--- src/rtl/local_alignment_score_fill_assert.svh ---
// ----------------------------------------------------------------------------
// Assertion macros for the local alignment score fill
// Concurrent checks clocked on clk and disabled while rst_n is low.
// ----------------------------------------------------------------------------
`ifndef LOCAL_ALIGNMENT_SCORE_FILL_ASSERT_SVH
`define LOCAL_ALIGNMENT_SCORE_FILL_ASSERT_SVH

// The consequent must hold in the same cycle as the antecedent.
`define LASF_ASSERT_SAME(label, ante, cons) \
  label: assert property (@(posedge clk) disable iff (!rst_n) (ante) |-> (cons)) \
    else $error("local_alignment_score_fill: same-cycle check failed");

// The consequent must hold in the cycle after the antecedent.
`define LASF_ASSERT_NEXT(label, ante, cons) \
  label: assert property (@(posedge clk) disable iff (!rst_n) (ante) |=> (cons)) \
    else $error("local_alignment_score_fill: next-cycle check failed");

`endif

--- src/rtl/lasf_pkg.sv ---
// ----------------------------------------------------------------------------
// lasf_pkg
// Widths, codes and the token type shared by the alignment cell chain.
// ----------------------------------------------------------------------------
package lasf_pkg;

  localparam int REF_MAX_DEF = 256;
  localparam int SEQ_MAX_DEF = 1024;

  localparam int BASE_W     = 8;
  localparam int POS_W      = 8;
  localparam int MATCH_W    = 7;
  localparam int GAP_W      = 7;
  localparam int LEN_W      = 9;
  localparam int SCORE_W    = 15;
  localparam int EXT_W      = SCORE_W + 2;
  localparam int ROW_OUT_W  = 11;
  localparam int COL_OUT_W  = 9;
  localparam int CFG_IDX_W  = 2;
  localparam int CFG_DATA_W = 9;

  localparam int SCORE_LIMIT = 32767;

  localparam logic [MATCH_W-1:0] MATCH_RST = 7'd2;
  localparam logic [GAP_W-1:0]   GAP_RST   = 7'd1;
  localparam logic [LEN_W-1:0]   LEN_RST   = 9'd256;

  typedef enum logic {
    CMD_REF = 1'b0,
    CMD_SEQ = 1'b1
  } cmd_t;

  typedef enum logic [CFG_IDX_W-1:0] {
    CFG_MATCH = 2'd0,
    CFG_GAP   = 2'd1,
    CFG_LEN   = 2'd2
  } cfg_idx_t;

  typedef struct packed {
    logic [MATCH_W-1:0] match_score;
    logic [GAP_W-1:0]   gap_penalty;
  } cfg_t;

  // One item travelling down the chain, plus the running row values.
  typedef struct packed {
    logic               valid;
    cmd_t               cmd;
    logic               last;
    logic [BASE_W-1:0]  base;
    logic [POS_W-1:0]   pos;
    logic [SCORE_W-1:0] left;
    logic [SCORE_W-1:0] diag;
    logic [SCORE_W-1:0] best_score;
  } tok_t;

endpackage

--- src/rtl/lasf_best.sv ---
// ----------------------------------------------------------------------------
// lasf_best
// Merges each finished row's best cell into the sequence best and holds
// the result item until it is taken.
// ----------------------------------------------------------------------------
module lasf_best #(
  parameter int CW = 9,
  parameter int RW = 11
) (
  input  logic                               clk,
  input  logic                               rst_n,
  input  lasf_pkg::tok_t                     exit_tok,
  input  logic [RW-1:0]                      exit_row,
  input  logic [CW-1:0]                      exit_col,
  input  logic                               out_stall,
  output logic                               adv,
  output logic                               out_valid,
  output logic [lasf_pkg::ROW_OUT_W-1:0]     out_best_row,
  output logic [lasf_pkg::COL_OUT_W-1:0]     out_best_col,
  output logic [lasf_pkg::SCORE_W-1:0]       out_best_score
);
  import lasf_pkg::*;

  logic [SCORE_W-1:0] top_score_r;
  logic [RW-1:0]      top_row_r;
  logic [CW-1:0]      top_col_r;
  logic               out_valid_r;
  logic [ROW_OUT_W-1:0] res_row_r;
  logic [COL_OUT_W-1:0] res_col_r;
  logic [SCORE_W-1:0]   res_score_r;

  logic               row_done, take;
  logic [SCORE_W-1:0] m_score;
  logic [RW-1:0]      m_row;
  logic [CW-1:0]      m_col;

  assign adv = !out_valid_r || !out_stall;

  always_comb begin
    row_done = exit_tok.valid && (exit_tok.cmd == CMD_SEQ);
    // The row best is the earliest maximum of its row, so a strict compare
    // keeps the first best cell in row-major order.
    take     = row_done && (exit_tok.best_score > top_score_r);
    m_score  = take ? exit_tok.best_score : top_score_r;
    m_row    = take ? exit_row : top_row_r;
    m_col    = take ? exit_col : top_col_r;
  end

  always_ff @(posedge clk) begin
    if (!rst_n) begin
      top_score_r <= '0;
      top_row_r   <= '0;
      top_col_r   <= '0;
      out_valid_r <= 1'b0;
    end else if (adv) begin
      out_valid_r <= row_done && exit_tok.last;
      if (row_done) begin
        if (exit_tok.last) begin
          top_score_r <= '0;
          top_row_r   <= '0;
          top_col_r   <= '0;
        end else begin
          top_score_r <= m_score;
          top_row_r   <= m_row;
          top_col_r   <= m_col;
        end
      end
    end
  end

  always_ff @(posedge clk) begin
    if (adv && row_done && exit_tok.last) begin
      res_row_r   <= ROW_OUT_W'(m_row);
      res_col_r   <= COL_OUT_W'(m_col);
      res_score_r <= m_score;
    end
  end

  assign out_valid      = out_valid_r;
  assign out_best_row   = res_row_r;
  assign out_best_col   = res_col_r;
  assign out_best_score = res_score_r;

endmodule

--- config.mk ---
export PLATFORM = sky130hd
export DESIGN_NAME = lasf_best
export DESIGN_NICKNAME = d
export VERILOG_FILES = /design/src/rtl/local_alignment_score_fill_assert.svh /design/src/rtl/lasf_pkg.sv /design/src/rtl/lasf_best.sv
export SDC_FILE = /design/constraint.sdc
export NUM_CORES = 1
export LEC_CHECK = 0
export BUFFER_PORTS_ARGS = -buffer_cell sky130_fd_sc_hd__buf_2
export CORE_ASPECT_RATIO = 0.8
export CORE_UTILIZATION = 44
export CTS_CLUSTER_SIZE = 25
export DETAILED_ROUTE_END_ITERATION = 12
export GPL_ROUTABILITY_DRIVEN = 0
export PLACE_DENSITY = 0.87
export SETUP_SLACK_MARGIN = 0.15
export SLEW_MARGIN = 20
export SYNTH_ARGS = -nofsm -noshare
export SYNTH_HDL_FRONTEND = slang
export SYNTH_SLANG_ARGS = --single-unit
--- constraint.sdc ---
create_clock -name clk -period 3.09 [get_ports clk]
set_input_delay 0.309 -clock clk [delete_from_list [all_inputs] [get_ports clk]]
set_output_delay 0.309 -clock clk [all_outputs]
set_load 0.005 [all_outputs]
### Word-level counts from Yosys, hierarchy flattened

Cells that the tools add are included.

| cells by class | value |
|---|---|
| reduce and logical (&&, ||, !) cells | 9 |
| multiplexer cells | 6 |
| order comparisons | 1 |

Operator list:

| cell | count |
|---|---|
| 15-bit 2-to-1 mux | 2 |
| 11-bit 2-to-1 mux | 2 |
| 9-bit 2-to-1 mux | 2 |
| 15-bit greater-than comparator | 1 |
| 1-bit logical AND | 5 |
| 1-bit zero test | 2 |
| 2-bit AND reduction | 1 |
| 1-bit logical OR | 1 |

| storage, ports and cells | value |
|---|---|
| logic and storage cells | 23 |
| input port bits | 87 |
| output and inout port bits | 37 |
| register bits after elaboration | 71 |

### Depth between registers and ports, before layout

| depth | value |
|---|---|
| depth after elaboration | 4 |
| mapped depth | 9 |
| mapped depth without buffers | 7 |

### Worst setup path after synthesis

No wires, ideal clock.

| timing | value |
|---|---|
| path kind | input port to flip-flop |
| start point | input out_stall |
| end point | register res_col_r[0] (netlist: out_best_col[0]) (enable) |
| buffers on the path | 0 |
| required time | 2.617 ns |
| library setup time | 0.473 ns |
| stages on the path | 3 |
| arrival | 2.922 ns |
| slack | -0.306 ns |
| cell sequence | nand2_1 inv_1 nor3_1 |

| on the way | value |
|---|---|
| cells in the longest elaborated chain, start to end | 4 |

Ends and longest elaborated chain:

| what | line | text |
|---|---|---|
| from (decl) | lasf_best.sv:15 | `input logic out_stall,` |
| 1-bit zero test | lasf_best.sv:37 | `assign adv = !out_valid_r \|\| !out_stall;` |
| 1-bit logical OR | lasf_best.sv:37 |  |
| 1-bit logical AND (2 in a row) | lasf_best.sv:72 | `if (adv && row_done && exit_tok.last) begin` |
| to (signal assigned) | lasf_best.sv:74 | `res_col_r <= COL_OUT_W'(m_col);` |
| to (decl) | lasf_best.sv:29 | `logic [COL_OUT_W-1:0] res_col_r;` |

Every way passes these cells.
A chain may end at the register's enable or synchronous reset.

### Final worst setup path

| timing | value |
|---|---|
| start point | register top_score_r[8] |
| end point | register res_col_r[1] (netlist: out_best_col[1]), data pin |

| on the way | value |
|---|---|
| cells in the longest elaborated chain, start to end | 3 |

Ends and longest elaborated chain:

| what | line | text |
|---|---|---|
| from (decl) | lasf_best.sv:24 | `logic [SCORE_W-1:0] top_score_r;` |
| from (signal assigned) | lasf_best.sv:63 | `top_score_r <= m_score;` |
| 15-bit greater-than comparator | lasf_best.sv:43 | `take = row_done && (exit_tok.best_score > top_score_r);` |
| 1-bit logical AND | lasf_best.sv:43 |  |
| 9-bit 2-to-1 mux | lasf_best.sv:46 | `m_col = take ? exit_col : top_col_r;` |
| net m_col[1] | lasf_best.sv:35 | `logic [CW-1:0] m_col;` |

The timed path passes the listed nets, and every way through them passes these cells.

==> impl_metrics.json <==
{
  "syn_inst": 291,
  "crit_path_cell_trace": "inv_1, ha_1, a21oi_1, o21ai_1, a211o_1, o21ai_4, buf_4, mux2_2",
  "die-area_mm2": 0.007586,
  "ant_nets": 0,
  "yosysTopAreaCell": "edfxtp_1",
  "wire_per_inst_um": 14.52,
  "drt_iter0_drc": 78,
  "drv_slew": 0,
  "syn_nets": 393,
  "ys_seq_area_frac": 0.5562,
  "syn_avg_cell_area_um2": 10.95,
  "crit_type": "flip-flop to flip-flop",
  "met3_length_um": 442,
  "outcome": "complete, no violations",
  "power_density_mw_per_mm2": 513.4,
  "fin_crit_sh": 0.8139,
  "grt_util_all_layers": 0.1897,
  "crit_buf_inv": 2,
  "synth_edf_count": 35,
  "fmax_ghz": 0.3976,
  "drv_cap": 0,
  "vias": 2380,
  "yosysTopAreaCellShare": 0.3299,
  "crit_path_end_kind": "flip-flop",
  "skew_ns": 0.009068,
  "path_delay_family": "compound AO/OA/AOI/OAI gates",
  "htree_levels": 3,
  "synth_cell_types": 32,
  "cp.required_ns": 3.18,
  "synth.top_cells.by_area": "edfxtp_1 (33%), dfxtp_1 (23%), o22ai_1 (6.9%)",
  "synth_ff_type": "dfxtp_1",
  "numCtsBuffers": 9,
  "post_cts_buffers": 0,
  "ctsRootBufferMaster": "clkbuf_8",
  "highest_layer": "met4",
  "die_h_um": 78.11,
  "fillers": 596,
  "grt_pass1_wl_mm": 11.21,
  "hold_ws_ns": 0.2353,
  "setup_viol": 0,
  "io_pins": 124,
  "postCtsHoldBufs": 0,
  "hold_violations": 0,
  "place_inst": 450,
  "synth.most_common_cell": "inv_1",
  "rows": 27,
  "wl_met2_mm": 3.265,
  "multiInputGateArea_mm2": 0.001165,
  "area_growth_pct": 23.49,
  "seqCellArea_mm2": 0.001772,
  "routedLengthMet1_mm": 3.008,
  "min_period_ns": 2.515,
  "fin_cells": 466,
  "netlist_top_cells_count": "inv_1 (51), nand2_1 (40), dfxtp_1 (36)",
  "wl_mm": 6.764,
  "grt_pass1_vias": 2411,
  "vias_per_cell": 5.107,
  "clockBufferDepth": 2,
  "synthArstFlopShare": 0,
  "tightest_slew_ns": 0.6039,
  "cts_num_sinks": 71,
  "hp-class": "input port to flip-flop",
  "dp_hpwl_mm": 4.802,
  "port-buffer-count": 77,
  "die_w_um": 97.13,
  "synth_area_mm2": 0.003186,
  "n_antenna_cell": 0,
  "rsz0062_at_grt": "no",
  "irDropWorstVdd_mv": 0.2859,
  "postCtsResizedCells": 0,
  "antenna_found_initial": 0,
  "cp_slowest_stage_delay_ns": 0.38,
  "nets": 476,
  "core_area_mm2": 0.006925,
  "grt_overflow": 0,
  "firstDrtPassIters": 4,
  "slew_headroom": 0.5973,
  "finalSetupTns_ns": 0,
  "cts_tree": "done",
  "floorplan.initialDensity": 0.4600,
  "cp.arrival_ns": 2.60,
  "p_leak_nw": 1.786,
  "clkTransAtPathRegs_ns": 0.08,
  "grt_max_degree": 37,
  "yosys_warnings": 0,
  "ys_seq_elements": 71,
  "crit_path_start_kind": "flip-flop",
  "clock_latency_ns": 0.34,
  "cp_slowest_cell": "a211o_1",
  "drive_gt1_frac": 0.2955,
  "crit_path_max_fanout": 24,
  "drc": 0
}
[layout by cell type (no fill, tap or decap), drive strengths merged]
cell type / Yosys / layout
bufinv: 0 / 2
a211o: 1 / 1
nand3: 2 / 2
edfxtp: 35 / 35
a311oi: 1 / 1
clkinvlp: 0 / 2
nand2: 40 / 40
nand3b: 1 / 1
mux2i: 14 / 14
o21ai: 3 / 3
ha: 15 / 15
nand4: 2 / 2
buf: 10 / 86
o22ai: 35 / 35
nor2: 2 / 2
clkbuf: 4 / 11
nor2b: 1 / 1
clkinv: 0 / 1
a21boi: 1 / 1
and4: 1 / 1
mux2: 21 / 21
a21oi: 8 / 8
inv: 51 / 51
o2111ai: 1 / 1
a2111o: 1 / 1
o21a: 3 / 3
nor3: 2 / 2
dfxtp: 36 / 36
[metrics by stage]
stage                       util  total power (W)  instance area [um^2]  worst slack, ns
after floorplan                -         0.001131                  3191           0.7966
after global placement    0.5346         0.001197                  3702           0.5735
after detailed placement  0.5346         0.001205                  3702           0.5134
after CTS                 0.5680         0.002044                  3934           0.5590
after global routing      0.5680         0.002110                  3934           0.3566
final                     0.5680         0.002019                  3934           0.5751
[metal layers]
metal	GRT usage	vias up
met3	0.07836	5
li1	-	1181
met5	0	-
met2	0.3380	63
met1	0.2151	1131
met4	0.03582	0
[kinds of logic after synthesis]
logic type	synth area share
flops	0.5562
buf+inv	0.08523
compound gates	0.1131
simple gates	0.06834
mux	0.1182
fa+ha+maj	0.05892
[registers in the layout, indices dropped and copies added (netlist names)]
signal,flops
out_best_col,9
top_col_r,9
top_score_r,15
out_best_score,15
out_best_row,11
top_row_r,11
out_valid,1
[power breakdown]
group	internal, W	total (W)	switching [W]
sequential	0.00101	0.00101	0.00000512
combinational	0.0000745	0.000171	0.0000969
clock	0.000497	0.000837	0.000340
[cell type report]
type	instances	share of cell area
multi-input cells	155	0.2961
clock buffers	11	0.03849
clock inverters	5	0.02036
well taps	87	0.02767
flip-flops and latches	71	0.4504
inverters	51	0.04866
repair buffers	86	0.1183
[worst reg2reg max path, stage by stage, from the launching register on]
cell and delay [ns]:
dfxtp_1 0.33, inv_1 0.06, ha_1 0.29, a21oi_1 0.17, o21ai_1 0.11, a211o_1 0.38
o21ai_4 0.16, buf_4 0.35, mux2_2 0.40
[path summary, 6_finish.rpt]
kind | start | to | slack, ns | depth (start not counted)
worst max-delay path | top_score_r[8] | out_best_col[1] | 0.58 | 8
worst min-delay path | exit_col[7] | top_col_r[7] | 0.24 | 3
worst max register to register | top_score_r[8] | out_best_col[1] | 0.58 | 8
worst min register to register | top_row_r[0] | top_row_r[0] | 0.47 | 2
No activity file was read; power rests on OpenSTA's default activity.
