$ cat config.mk
export PLATFORM = sky130hd
export DESIGN_NAME = lasf_cell
export DESIGN_NICKNAME = d
export VERILOG_FILES = /design/src/rtl/local_alignment_score_fill_assert.svh /design/src/rtl/lasf_pkg.sv /design/src/rtl/lasf_cell.sv
export SDC_FILE = /design/constraint.sdc
export NUM_CORES = 1
export LEC_CHECK = 0
export BUFFER_PORTS_ARGS = -buffer_cell sky130_fd_sc_hd__buf_4
export CAP_MARGIN = 20
export CELL_PAD_IN_SITES_DETAIL_PLACEMENT = 0
export CELL_PAD_IN_SITES_GLOBAL_PLACEMENT = 1
export CORE_MARGIN = 2
export CORE_UTILIZATION = 41
export DETAILED_ROUTE_END_ITERATION = 10
export PLACE_DENSITY_LB_ADDON = 0.1
export SLEW_MARGIN = 15
export SYNTH_ARGS = -nofsm -noshare
export SYNTH_HDL_FRONTEND = slang
export SYNTH_SLANG_ARGS = --single-unit
$ cat constraint.sdc
create_clock -name clk -period 12.6 [get_ports clk]
set_input_delay 1.89 -clock clk [delete_from_list [all_inputs] [get_ports clk]]
set_output_delay 1.89 -clock clk [all_outputs]
set_load 0.02 [all_outputs]
$ cat src/rtl/local_alignment_score_fill_assert.svh
// ----------------------------------------------------------------------------
// Assertion macros for the local alignment score fill
// Concurrent checks clocked on clk and disabled while rst_n is low.
// ----------------------------------------------------------------------------
`ifndef LOCAL_ALIGNMENT_SCORE_FILL_ASSERT_SVH
`define LOCAL_ALIGNMENT_SCORE_FILL_ASSERT_SVH

// The consequent must hold in the same cycle as the antecedent.
`define LASF_ASSERT_SAME(label, ante, cons) \
  label: assert property (@(posedge clk) disable iff (!rst_n) (ante) |-> (cons)) \
    else $error("local_alignment_score_fill: same-cycle check failed");

// The consequent must hold in the cycle after the antecedent.
`define LASF_ASSERT_NEXT(label, ante, cons) \
  label: assert property (@(posedge clk) disable iff (!rst_n) (ante) |=> (cons)) \
    else $error("local_alignment_score_fill: next-cycle check failed");

`endif

$ cat src/rtl/lasf_pkg.sv
// ----------------------------------------------------------------------------
// lasf_pkg
// Widths, codes and the token type shared by the alignment cell chain.
// ----------------------------------------------------------------------------
package lasf_pkg;

  localparam int REF_MAX_DEF = 256;
  localparam int SEQ_MAX_DEF = 1024;

  localparam int BASE_W     = 8;
  localparam int POS_W      = 8;
  localparam int MATCH_W    = 7;
  localparam int GAP_W      = 7;
  localparam int LEN_W      = 9;
  localparam int SCORE_W    = 15;
  localparam int EXT_W      = SCORE_W + 2;
  localparam int ROW_OUT_W  = 11;
  localparam int COL_OUT_W  = 9;
  localparam int CFG_IDX_W  = 2;
  localparam int CFG_DATA_W = 9;

  localparam int SCORE_LIMIT = 32767;

  localparam logic [MATCH_W-1:0] MATCH_RST = 7'd2;
  localparam logic [GAP_W-1:0]   GAP_RST   = 7'd1;
  localparam logic [LEN_W-1:0]   LEN_RST   = 9'd256;

  typedef enum logic {
    CMD_REF = 1'b0,
    CMD_SEQ = 1'b1
  } cmd_t;

  typedef enum logic [CFG_IDX_W-1:0] {
    CFG_MATCH = 2'd0,
    CFG_GAP   = 2'd1,
    CFG_LEN   = 2'd2
  } cfg_idx_t;

  typedef struct packed {
    logic [MATCH_W-1:0] match_score;
    logic [GAP_W-1:0]   gap_penalty;
  } cfg_t;

  // One item travelling down the chain, plus the running row values.
  typedef struct packed {
    logic               valid;
    cmd_t               cmd;
    logic               last;
    logic [BASE_W-1:0]  base;
    logic [POS_W-1:0]   pos;
    logic [SCORE_W-1:0] left;
    logic [SCORE_W-1:0] diag;
    logic [SCORE_W-1:0] best_score;
  } tok_t;

endpackage

$ cat src/rtl/lasf_cell.sv
// ----------------------------------------------------------------------------
// lasf_cell
// One reference column: holds its reference base and the score of the
// previous row, computes one matrix cell per passing sequence item in the active length.
// ----------------------------------------------------------------------------
module lasf_cell #(
  parameter int IDX = 0,
  parameter int CW  = 9,
  parameter int RW  = 11
) (
  input  logic            clk,
  input  logic            rst_n,
  input  logic            adv,
  input  lasf_pkg::cfg_t  cfg,
  input  logic [CW-1:0]   cols,
  input  lasf_pkg::tok_t  in_tok,
  input  logic [RW-1:0]   in_row,
  input  logic [CW-1:0]   in_col,
  output lasf_pkg::tok_t  out_tok,
  output logic [RW-1:0]   out_row,
  output logic [CW-1:0]   out_col
);
  import lasf_pkg::*;

  localparam logic [CW-1:0] COL_NUM = CW'(IDX + 1);

  logic [BASE_W-1:0]  ref_r;
  logic [SCORE_W-1:0] up_r, up_nxt;
  logic               valid_r;
  tok_t               tok_r, tok_nxt;
  logic [RW-1:0]      row_r;
  logic [CW-1:0]      col_r, col_nxt;

  logic is_seq, active, hit;
  logic signed [EXT_W-1:0] diag_s, left_s, up_s, best_s;
  logic [SCORE_W-1:0] v;

  always_comb begin
    is_seq = in_tok.valid && (in_tok.cmd == CMD_SEQ);
    active = is_seq && (32'(cols) > 32'(IDX));
    hit    = in_tok.valid && (in_tok.cmd == CMD_REF) && (32'(in_tok.pos) == 32'(IDX));

    if (ref_r == in_tok.base) begin
      diag_s = $signed(EXT_W'(in_tok.diag) + EXT_W'(cfg.match_score));
    end else begin
      diag_s = $signed(EXT_W'(in_tok.diag) - EXT_W'(cfg.match_score));
    end
    left_s = $signed(EXT_W'(in_tok.left) - EXT_W'(cfg.gap_penalty));
    up_s   = $signed(EXT_W'(up_r) - EXT_W'(cfg.gap_penalty));

    best_s = '0;
    if (diag_s > best_s) best_s = diag_s;
    if (left_s > best_s) best_s = left_s;
    if (up_s > best_s) best_s = up_s;
    if (best_s > $signed(EXT_W'(SCORE_LIMIT))) best_s = $signed(EXT_W'(SCORE_LIMIT));
    v = best_s[SCORE_W-1:0];

    tok_nxt = in_tok;
    col_nxt = in_col;
    up_nxt  = up_r;
    // Columns beyond the active length pass the item on untouched.
    if (active) begin
      tok_nxt.left = v;
      tok_nxt.diag = up_r;
      up_nxt       = v;
      if (v > in_tok.best_score) begin
        tok_nxt.best_score = v;
        col_nxt            = COL_NUM;
      end
    end
    // The final row of a sequence leaves a zero row behind for the next one.
    if (is_seq && in_tok.last) up_nxt = '0;
  end

  always_ff @(posedge clk) begin
    if (adv && hit) ref_r <= in_tok.base;
  end

  always_ff @(posedge clk) begin
    if (!rst_n) begin
      valid_r <= 1'b0;
      up_r    <= '0;
    end else if (adv) begin
      valid_r <= tok_nxt.valid;
      up_r    <= up_nxt;
    end
  end

  always_ff @(posedge clk) begin
    if (adv) begin
      tok_r <= tok_nxt;
      row_r <= in_row;
      col_r <= col_nxt;
    end
  end

  always_comb begin
    out_tok       = tok_r;
    out_tok.valid = valid_r;
  end

  assign out_row = row_r;
  assign out_col = col_r;

endmodule

# Word level (Yosys, flattened, before mapping)

Index checks and enable logic that the tools add are counted.

Flip-flop bits (word level): 107
Input bits: 110
Output and inout port bits: 84
Logic and storage cells: 44

$add $sub $neg: 4
Order comparisons: 6
Equality and inequality tests: 1
Mux-type cells: 11
Bitwise gates (word level): 1
Reduce and logical (&&, ||, !) cells: 9

Operators with widths:

| cell                                                             | number |
|---|---|
| 2-to-1 mux 17 bit                                                | 4 |
| 2-to-1 mux 15 bit                                                | 4 |
| subtractor 15 x 7 -> 16 bit                                      | 3 |
| 2-to-1 mux 45 bit                                                | 1 |
| greater-than comparator 16 x 17 -> 1 bit                         | 2 |
| 2-to-1 mux 9 bit                                                 | 2 |
| greater-than comparator 17 x 1 -> 1 bit (second input constant)  | 1 |
| greater-than comparator 17 x 16 -> 1 bit (second input constant) | 1 |
| adder 15 x 7 -> 16 bit                                           | 1 |
| greater-than comparator 15 bit                                   | 1 |
| greater-than comparator 9 x 1 -> 1 bit (second input constant)   | 1 |
| equality test 8 bit                                              | 1 |
| logical NOT 8 bit                                                | 1 |
| logical AND 1 bit                                                | 6 |
| AND reduction 2 bit                                              | 1 |
| nonzero test 2 bit                                               | 1 |
| inverter 1 bit                                                   | 1 |

# Longest topological paths before layout

Gate-level depths: netlist of run 1.

Depth after elaboration: 13
Mapped depth: 41
Depth with buffers taken out: 38

# Least setup slack after synthesis of run 1

No wires, ideal clock.

Path type: input-to-reg
From: input port cfg[11] in the netlist's numbering
To: register tok_r, in the netlist out_tok[11], data pin
Setup time: 260 ps
Arrival: 9734 ps
Data required time: 12340 ps
Path slack: 2607 ps
Stages: 40
Buffers on the path: 5
Path through: inv_1 > ha_1 > and2_4 > a221o_1 > a22o_1 > or3_1 > or3_1 > buf_2 > buf_2 > nand2_1 > ha_1 > a21o_1 > a21o_1 > a211oi_1 > o21bai_1 > o21a_1 > nand2_1 > buf_4 > (+4 left out) > a21oi_1 > o21ai_0 > o21a_1 > o21ai_1 > and2_1 > clkbuf_1 > a21oi_1 > ha_1 > nor2b_1 > o21a_1 > o21a_1 > o21a_1 > o21ai_0 > nand2b_1 > a311oi_1 > nor3_1 > clkbuf_1 > mux2_2

RTL lines:

| item                 | RTL line        | RTL |
|---|---|---|
| start, declared      | lasf_cell.sv:14 | `input lasf_pkg::cfg_t cfg,` |
| end signal, assigned | lasf_cell.sv:91 | `tok_r <= tok_nxt;` |
| end, declared        | lasf_cell.sv:30 | `tok_t tok_r, tok_nxt;` |

==> impl_metrics.csv, run 1 <==
group,metric,value,unit
placement,portBuffers,193,
cts,cts_setup_buffers,0,
placement,gp_congestion,0.855,
critical_path,critPathMaxFanout,24,
yosys,synthTopCellsByArea,"sky130_fd_sc_hd__edfxtp_1 38%, sky130_fd_sc_hd__ha_1 13%, sky130_fd_sc_hd__mux2_2 5.6%, sky130_fd_sc_hd__dfxtp_1 4.4%, sky130_fd_sc_hd__inv_1 3.4%",
cts,clock_edge_transition_at_the_registers_on_the_reported_setup_and_hold_paths,0.08,ns
yosys,synth_async_sr_flop_share,0,%
final_layout,syn_to_final_growth,28.1,%
critical_path,critical-path-max-stage-delay,0.54,ns
sta,slew_worst_pin,1.02,ns
floorplanning,core_region_area,17300,µm²
drt,post_drt_via_cell_ratio,5.26,
global_route,grt_first_pass_wirelength,31300,µm
drt,drt_first_iter_violations,302,
final_layout,finish.utilization,53.9,%
yosys,synthCells,696,
drt,post_route_wl,20800,µm
critical_path,worst_setup_path_start_kind,"input port",
cts,cts_max_path_buffers,2,
yosys,yosysMostFrequentCell,"sky130_fd_sc_hd__edfxtp_1",
yosys,synthDominantCellAreaShare,37.5,%
critical_path,cp.arrival,10.74,ns
final_layout,nNetsFinal,1081,
floorplanning,rows,48,
yosys,synth_top_cell_by_area,"sky130_fd_sc_hd__edfxtp_1",
global_route,grt_max_degree,47,
sta,worst_hold_slack,0.485,ns
placement,dp_hpwl,16400,µm
final_layout,antenna_diode_count,0,
sta,highest_clock_frequency_the_design_can_meet,94.1,MHz
sta,totalNegativeSetupSlack,0,ns
critical_path,critPathCaptureType,"register",
sta,finalClockSkew,0.0111,ns
sta,timing.final.ws_setup,1.98,ns
run_status,status,"finished clean",
sta,final_cycle_share,84.3,%
yosys,post_synth_most_frequent_cells,"91 x sky130_fd_sc_hd__edfxtp_1, 75 x sky130_fd_sc_hd__ha_1, 65 x sky130_fd_sc_hd__inv_1",
yosys,post_synth.cell_area_avg,10.5,µm²
floorplanning,horizontal_extent_of_the_die,137,µm
flow_run,timing.max_cap.violations,0,
sta,maxSlewViolCount,0,
yosys,synthDistinctLibCells,72,
global_route,grt_antenna_before_repair,0,
yosys,ys_seq_area_share,41.9,%
cts,htree_levels,3,
critical_path,setup.worst_path.class,"input port to register",
worst_hold_path,hold_path.class,"register to register",
yosys,number_of_register_bits_inferred_by_synthesis,107,
drt,drc,0,
yosys,postSynthNetCount,885,
final_layout,fraction_of_final_layout_cells_with_drive_strength_greater_than_1,29.7,%
cts,tritoncts_clock_tree,"built",
yosys,synth_area,7280,µm²
floorplanning,floorplan.die_area,18800,µm²
floorplanning,die_height,137,µm
drt,route.detailed.wl_per_inst,18.5,µm
sta,setup_viol,0,
yosys,ys.warnings.count,0,
cts,post_cts_resized,0,
yosys,synthFlopType,"sky130_fd_sc_hd__edfxtp_1",
floorplanning,num_io_pins,194,
drt,dr.pass1.iters,5,
critical_path,cp.required,12.71,ns
power_and_ir_drop,peakVddDrop,76.4,µV
power_and_ir_drop,powerDensity,142,nW/µm²
power_and_ir_drop,leakage,4.14,nW
drt,antenna_violating_nets_remaining,0,
critical_path,cp_slowest_cell,"sky130_fd_sc_hd__or3_1",
floorplanning,initial_utilization,42.1,%
sta,period_minus_slack,10.62,ns
global_route,vias_in_the_first_global_route,5851,
sta,max-slew-margin-rel,30.9,%
global_route,grt_use_total,21.9,%
cts,cts.sink_count,107,
sta,grt_setup_unrepaired,"no",
cts,cts-hold-fix-buffers,0,
placement,place_worst_setup_slack,1.62,ns
drt,vias,5901,
cts,cts_buffers,9,
critical_path,critical-path-top-cell-by-count,"sky130_fd_sc_hd__o21a_1",
sta,finalHoldViolCount,0,
global_route,grt_overflow_total,0,
yosys,synth-edff-count,91,
cts,clockRootBuffer,"sky130_fd_sc_hd__clkbuf_16",
cts,worstSkewPairLatency,0.36,ns
==> final cells by class <==
class,instances,area (µm²)
Fill cell,1581,7970
Multi-Input combinational cell,509,3930
Sequential cell,107,3050
Timing Repair Buffer,200,1500
Tap cell,225,282
Inverter,65,244
Clock buffer,9,225
Clock inverter,7,92.6
==> worst max-delay path: cells and delay by family <==
family                     cells  cell delay (ns)
AOI/OAI and AO/OA             17             3.78
and+or+nand+nor               10             2.68
adders and majority gates      4             1.24
muxes                          2             0.74
buffers and inverters          3             0.37
==> registers in the layout (all words and copies together) (netlist names) <==
signal,count
up_r,15
valid_r,1
ref_r,8
out_tok,63
out_col,9
out_row,11
==> path summary, 6_finish.rpt <==
kind,endpoint,from,slack [ns],depth (start not counted)
hold reg to reg,up_r[0],up_r[0],0.48,2
hold / removal,up_r[0],up_r[0],0.48,2
setup / recovery,out_tok[5],cfg[11],1.98,36
setup reg to reg,out_tok[5],ref_r[4],3.61,34
==> through the flow <==
stage / instances / total power, mW / instance area, µm²
finish: 1122 / 1.33 / 9320
global placement: 1106 / 1.02 / 9000
global route: 1122 / 1.42 / 9320
detailed placement: 1106 / 1.03 / 9000
floorplan: 696 / 0.824 / 7280
CTS: 1122 / 1.34 / 9320
==> cell families (layout without fill, tap and decap cells) <==
family / after synthesis / count (layout) / share of synthesized area (%)
AO/OA/AOI/OAI: 142 / 142 / 13.2
XOR/XNOR: 41 / 41 / 4.93
adder cells (fa/ha/maj): 79 / 79 / 14.0
buffers and inverters: 80 / 281 / 4.26
flip-flops: 107 / 107 / 41.9
multiplexers: 51 / 51 / 7.63
other: 1 / 1 / 0.0515
AND/OR/NAND/NOR: 195 / 195 / 14.0
==> power by group <==
part / leakage, nW / total (mW) / switching, mW / internal, mW
Clock: 0.155 / 0.305 / 0.146 / 0.160
Combinational: 2.96 / 0.577 / 0.333 / 0.244
Sequential: 1.02 / 0.446 / 0.0168 / 0.429
==> cells in the final DEF, fill, tap and decap left out, drive strengths merged, types with 12 or more instances in the layout <==
| cell type | count |
|---|---|
| buf | 200 |
| edfxtp | 91 |
| ha | 75 |
| inv | 68 |
| nand2 | 42 |
| nor2 | 39 |
| o21ai | 37 |
| mux2 | 36 |
| xnor2 | 27 |
| a21oi | 26 |
| nor2b | 22 |
| nor3 | 17 |
| dfxtp | 16 |
| mux2i | 15 |
| xor2 | 14 |
| a21o | 13 |
| nand3 | 12 |
==> metal layers <==
metal | vias to the layer above | share of wire (%) | global-route usage (%) | routed length, µm
met5 | - | 0 | 0 | 0
met4 | 0 | 1.8 | 6.19 | 366
met3 | 18 | 5.6 | 3.20 | 1170
met2 | 173 | 47 | 36.8 | 9660
met1 | 2767 | 46 | 29.5 | 9550
li1 | 2943 | - | - | -
Power figures use the tool's default switching activity.
==> run 2: changes to the inputs <==
--- a/config.mk
+++ b/config.mk
@@ -5,12 +5,13 @@
 export SDC_FILE = /design/constraint.sdc
 export NUM_CORES = 1
 export LEC_CHECK = 0
+export ABC_AREA = 1
 export BUFFER_PORTS_ARGS = -buffer_cell sky130_fd_sc_hd__buf_4
 export CAP_MARGIN = 20
 export CELL_PAD_IN_SITES_DETAIL_PLACEMENT = 0
 export CELL_PAD_IN_SITES_GLOBAL_PLACEMENT = 1
 export CORE_MARGIN = 2
-export CORE_UTILIZATION = 41
+export CORE_UTILIZATION = 36
 export DETAILED_ROUTE_END_ITERATION = 10
 export PLACE_DENSITY_LB_ADDON = 0.1
 export SLEW_MARGIN = 15
==> constraint.sdc (replaced) <==
create_clock -name clk -period 9.2 [get_ports clk]
set_input_delay 1.38 -clock clk [delete_from_list [all_inputs] [get_ports clk]]
set_output_delay 1.38 -clock clk [all_outputs]
set_load 0.02 [all_outputs]
==> run 2 against run 1 <==
  * Largest cell class unchanged
  * Sequential cell count unchanged
  * Final cell count increased by 50%
  * Critical path type unchanged
  * Clock skew decreased by 0.0016 ns
  * Non-clock buffer count increased by 8
  * First-iteration DRC count increased by 23%
  * Final area increased by 15%
==> impl_metrics.csv, run 2 <==
group,metric,value,unit
run_status,status,"finished clean",
sta,maxSlewViolCount,0,
critical_path,cp.arrival,8.67,ns
final_layout,fraction_of_final_layout_cells_with_drive_strength_greater_than_1,20.8,%
yosys,post_synth.cell_area_avg,7.32,µm²
cts,htree_levels,3,
sta,final_cycle_share,93.2,%
placement,gp_congestion,0.914,
yosys,synth_async_sr_flop_share,0,%
yosys,ys_seq_area_share,35.8,%
power_and_ir_drop,p_int,1.93,mW
yosys,synthTopCellsByArea,"sky130_fd_sc_hd__edfxtp_1 32%, sky130_fd_sc_hd__nand2_1 17%, sky130_fd_sc_hd__ha_1 11%, sky130_fd_sc_hd__inv_1 7.9%, sky130_fd_sc_hd__dfxtp_1 3.8%",
placement,portBuffers,193,
yosys,ys.warnings.count,0,
critical_path,critical-path-max-stage-delay,0.40,ns
sta,slew_worst_pin,0.987,ns
final_layout,antenna_diode_count,0,
global_route,globalRouteMet2Util,36.9,%
power_and_ir_drop,portion_of_total_power_attributed_to_the_clock_network,9.1,%
worst_hold_path,hold_path.class,"register to register",
final_layout,layout.cells.most_common,"sky130_fd_sc_hd__nand2_1",
global_route,grt.met3_usage,2.16,%
critical_path,cp.required,9.30,ns
floorplanning,die_height,158,µm
global_route,grt_first_pass_wirelength,41400,µm
power_and_ir_drop,switching_power_share_of_the_total,54.5,%
critical_path,critical-path-top-cell-by-count,"sky130_fd_sc_hd__nand2_1",
floorplanning,num_io_pins,194,
power_and_ir_drop,total_power,4.25,mW
drt,route.detailed.wl_per_inst,16.5,µm
final_layout,final_cell_mix,"375 x sky130_fd_sc_hd__nand2_1, 205 x sky130_fd_sc_hd__buf_4, 177 x sky130_fd_sc_hd__inv_1",
yosys,number_of_register_bits_inferred_by_synthesis,107,
critical_path,cp_top_family,"simple AND/OR/NAND/NOR gates",
yosys,synthCells,1165,
floorplanning,horizontal_extent_of_the_die,158,µm
final_layout,layout.filler_cells,2446,
power_and_ir_drop,peakVddDrop,309,µV
sta,highest_clock_frequency_the_design_can_meet,117,MHz
global_route,grt_overflow_total,0,
sta,finalClockSkew,0.00948,ns
placement,dp_hpwl,23000,µm
cts,worstSkewPairLatency,0.35,ns
critical_path,worst_setup_path_start_kind,"input port",
critical_path,setup.worst_path.class,"input port to register",
sta,setup_viol,0,
sta,period_minus_slack,8.57,ns
sta,finalHoldViolCount,0,
cts,cts-hold-fix-buffers,0,
final_layout,syn_to_final_growth,25.7,%
power_and_ir_drop,powerDensity,397,nW/µm²
sta,max-slew-margin-rel,33.7,%
global_route,grt_max_degree,67,
global_route,grt_antenna_before_repair,0,
yosys,synthDistinctLibCells,49,
cts,clock_edge_transition_at_the_registers_on_the_reported_setup_and_hold_paths,0.08,ns
drt,drt_first_iter_violations,371,
floorplanning,initial_utilization,36.6,%
global_route,use_met1,29.8,%
yosys,yosysMostFrequentCell,"sky130_fd_sc_hd__nand2_1",
global_route,vias_in_the_first_global_route,7553,
drt,vias,7997,
global_route,busiest_layer,"met2",
yosys,synth-edff-count,91,
critical_path,number_of_buffer_and_inverter_instances_along_the_worst_setup_path,11,
critical_path,critPathMaxFanout,18,
cts,cts_buffers,9,
power_and_ir_drop,power_frac_comb,73.3,%
drt,post_drt_via_cell_ratio,4.76,
drt,dr.pass1.iters,5,
floorplanning,core_region_area,23300,µm²
critical_path,cp_slowest_cell,"sky130_fd_sc_hd__fa_1",
final_layout,largest_register_ff_count,63,
yosys,synthFlopType,"sky130_fd_sc_hd__edfxtp_1",
cts,cts.sink_count,107,
yosys,postSynthNetCount,1354,
drt,drc,0,
flow_run,timing.max_cap.violations,0,
floorplanning,rows,56,
power_and_ir_drop,total_switching_power,2.32,mW
cts,tritoncts_clock_tree,"built",
global_route,grt_use_total,22.0,%
cts,clockRootBuffer,"sky130_fd_sc_hd__clkbuf_16",
yosys,post_synth_most_frequent_cells,"377 x sky130_fd_sc_hd__nand2_1, 179 x sky130_fd_sc_hd__inv_1, 91 x sky130_fd_sc_hd__edfxtp_1",
floorplanning,floorplan.die_area,24900,µm²
power_and_ir_drop,power.sequential.fraction,17.6,%
critical_path,critPathCaptureType,"register",
drt,antenna_violating_nets_remaining,0,
sta,totalNegativeSetupSlack,0,ns
power_and_ir_drop,leakage,5.44,nW
final_layout,nNetsFinal,1546,
yosys,synth_top_cell_by_area,"sky130_fd_sc_hd__edfxtp_1",
cts,cts_max_path_buffers,2,
yosys,synthDominantCellAreaShare,32.0,%
drt,post_route_wl,27700,µm
yosys,synth_area,8530,µm²
-- run 2: cell type report --
cell class	instances	area, µm²	share of cell area [%]
inverter	186	704	6.57
clock buffer	9	225	2.10
multi-input combinational	844	4670	43.6
timing repair buffer	208	1580	14.8
tap	319	399	3.72
clock inverter	7	76.3	0.712
timing repair inverter	1	5.00	0.0467
sequential	107	3050	28.5
-- run 2: kinds of logic (layout without fill, tap and decap cells) --
kind of cell	count (synthesis)	count (layout)	synth area share, %
buf+inv	215	411	10.2
compound gates	123	123	7.75
simple gates	610	611	31.2
fa+ha+maj	79	79	11.9
flops	107	107	35.8
other cells	1	1	0.0440
xor+xnor	30	30	3.08
-- run 2: power groups by stage --
stage	Clock, mW	Combinational, mW	Sequential [mW]
finish	0.388	3.11	0.748
global route	0.413	3.50	0.760
CTS	0.399	2.92	0.750
detailed placement	0	2.91	0.761
global placement	0	2.91	0.760
floorplan	0	1.75	0.855
-- run 2: worst reg2reg max path, delay by kind of cell (launching register included) --
kind            cells  cell delay, ns
flops               1            0.42
xor+xnor            1            0.16
fa+ha+maj           3            0.79
simple gates       35            4.03
compound gates      4            0.72
buf+inv             8            1.15
-- run 2: routing by layer --
metal | up-vias | part of all wire, %
met5 | - | 0
met4 | 0 | 2.4
met3 | 37 | 5.6
met2 | 242 | 46
met1 | 3571 | 46
li1 | 4147 | -
-- run 2: per-stage QoR --
step	worst slack [ns]	cells	hold WS, ns	instance area (µm²)	util, %
floorplan	0.994	1165	0.439	8530	-
global placement	0.0865	1656	0.455	10300	44.1
detailed placement	0.0290	1656	0.470	10300	44.1
CTS	0.397	1672	0.481	10600	45.4
global route	-0.0142	1681	0.513	10700	45.9
finish	0.629	1681	0.478	10700	45.9
-- run 2: repair_timing --
action / CTS / global route
endpoints found under the setup margin: 0 / 24
buffers inserted: 0 / 7
gates resized for setup: 0 / 18
-- run 2: final timing paths --
path         slack (ns)  startpoint          end  cells past startpoint
max                0.63  in_tok[15]  out_tok[11]                     55
min                0.48     up_r[0]      up_r[0]                      2
max reg2reg        1.66    ref_r[3]  out_tok[11]                     51
min reg2reg        0.48     up_r[0]      up_r[0]                      2
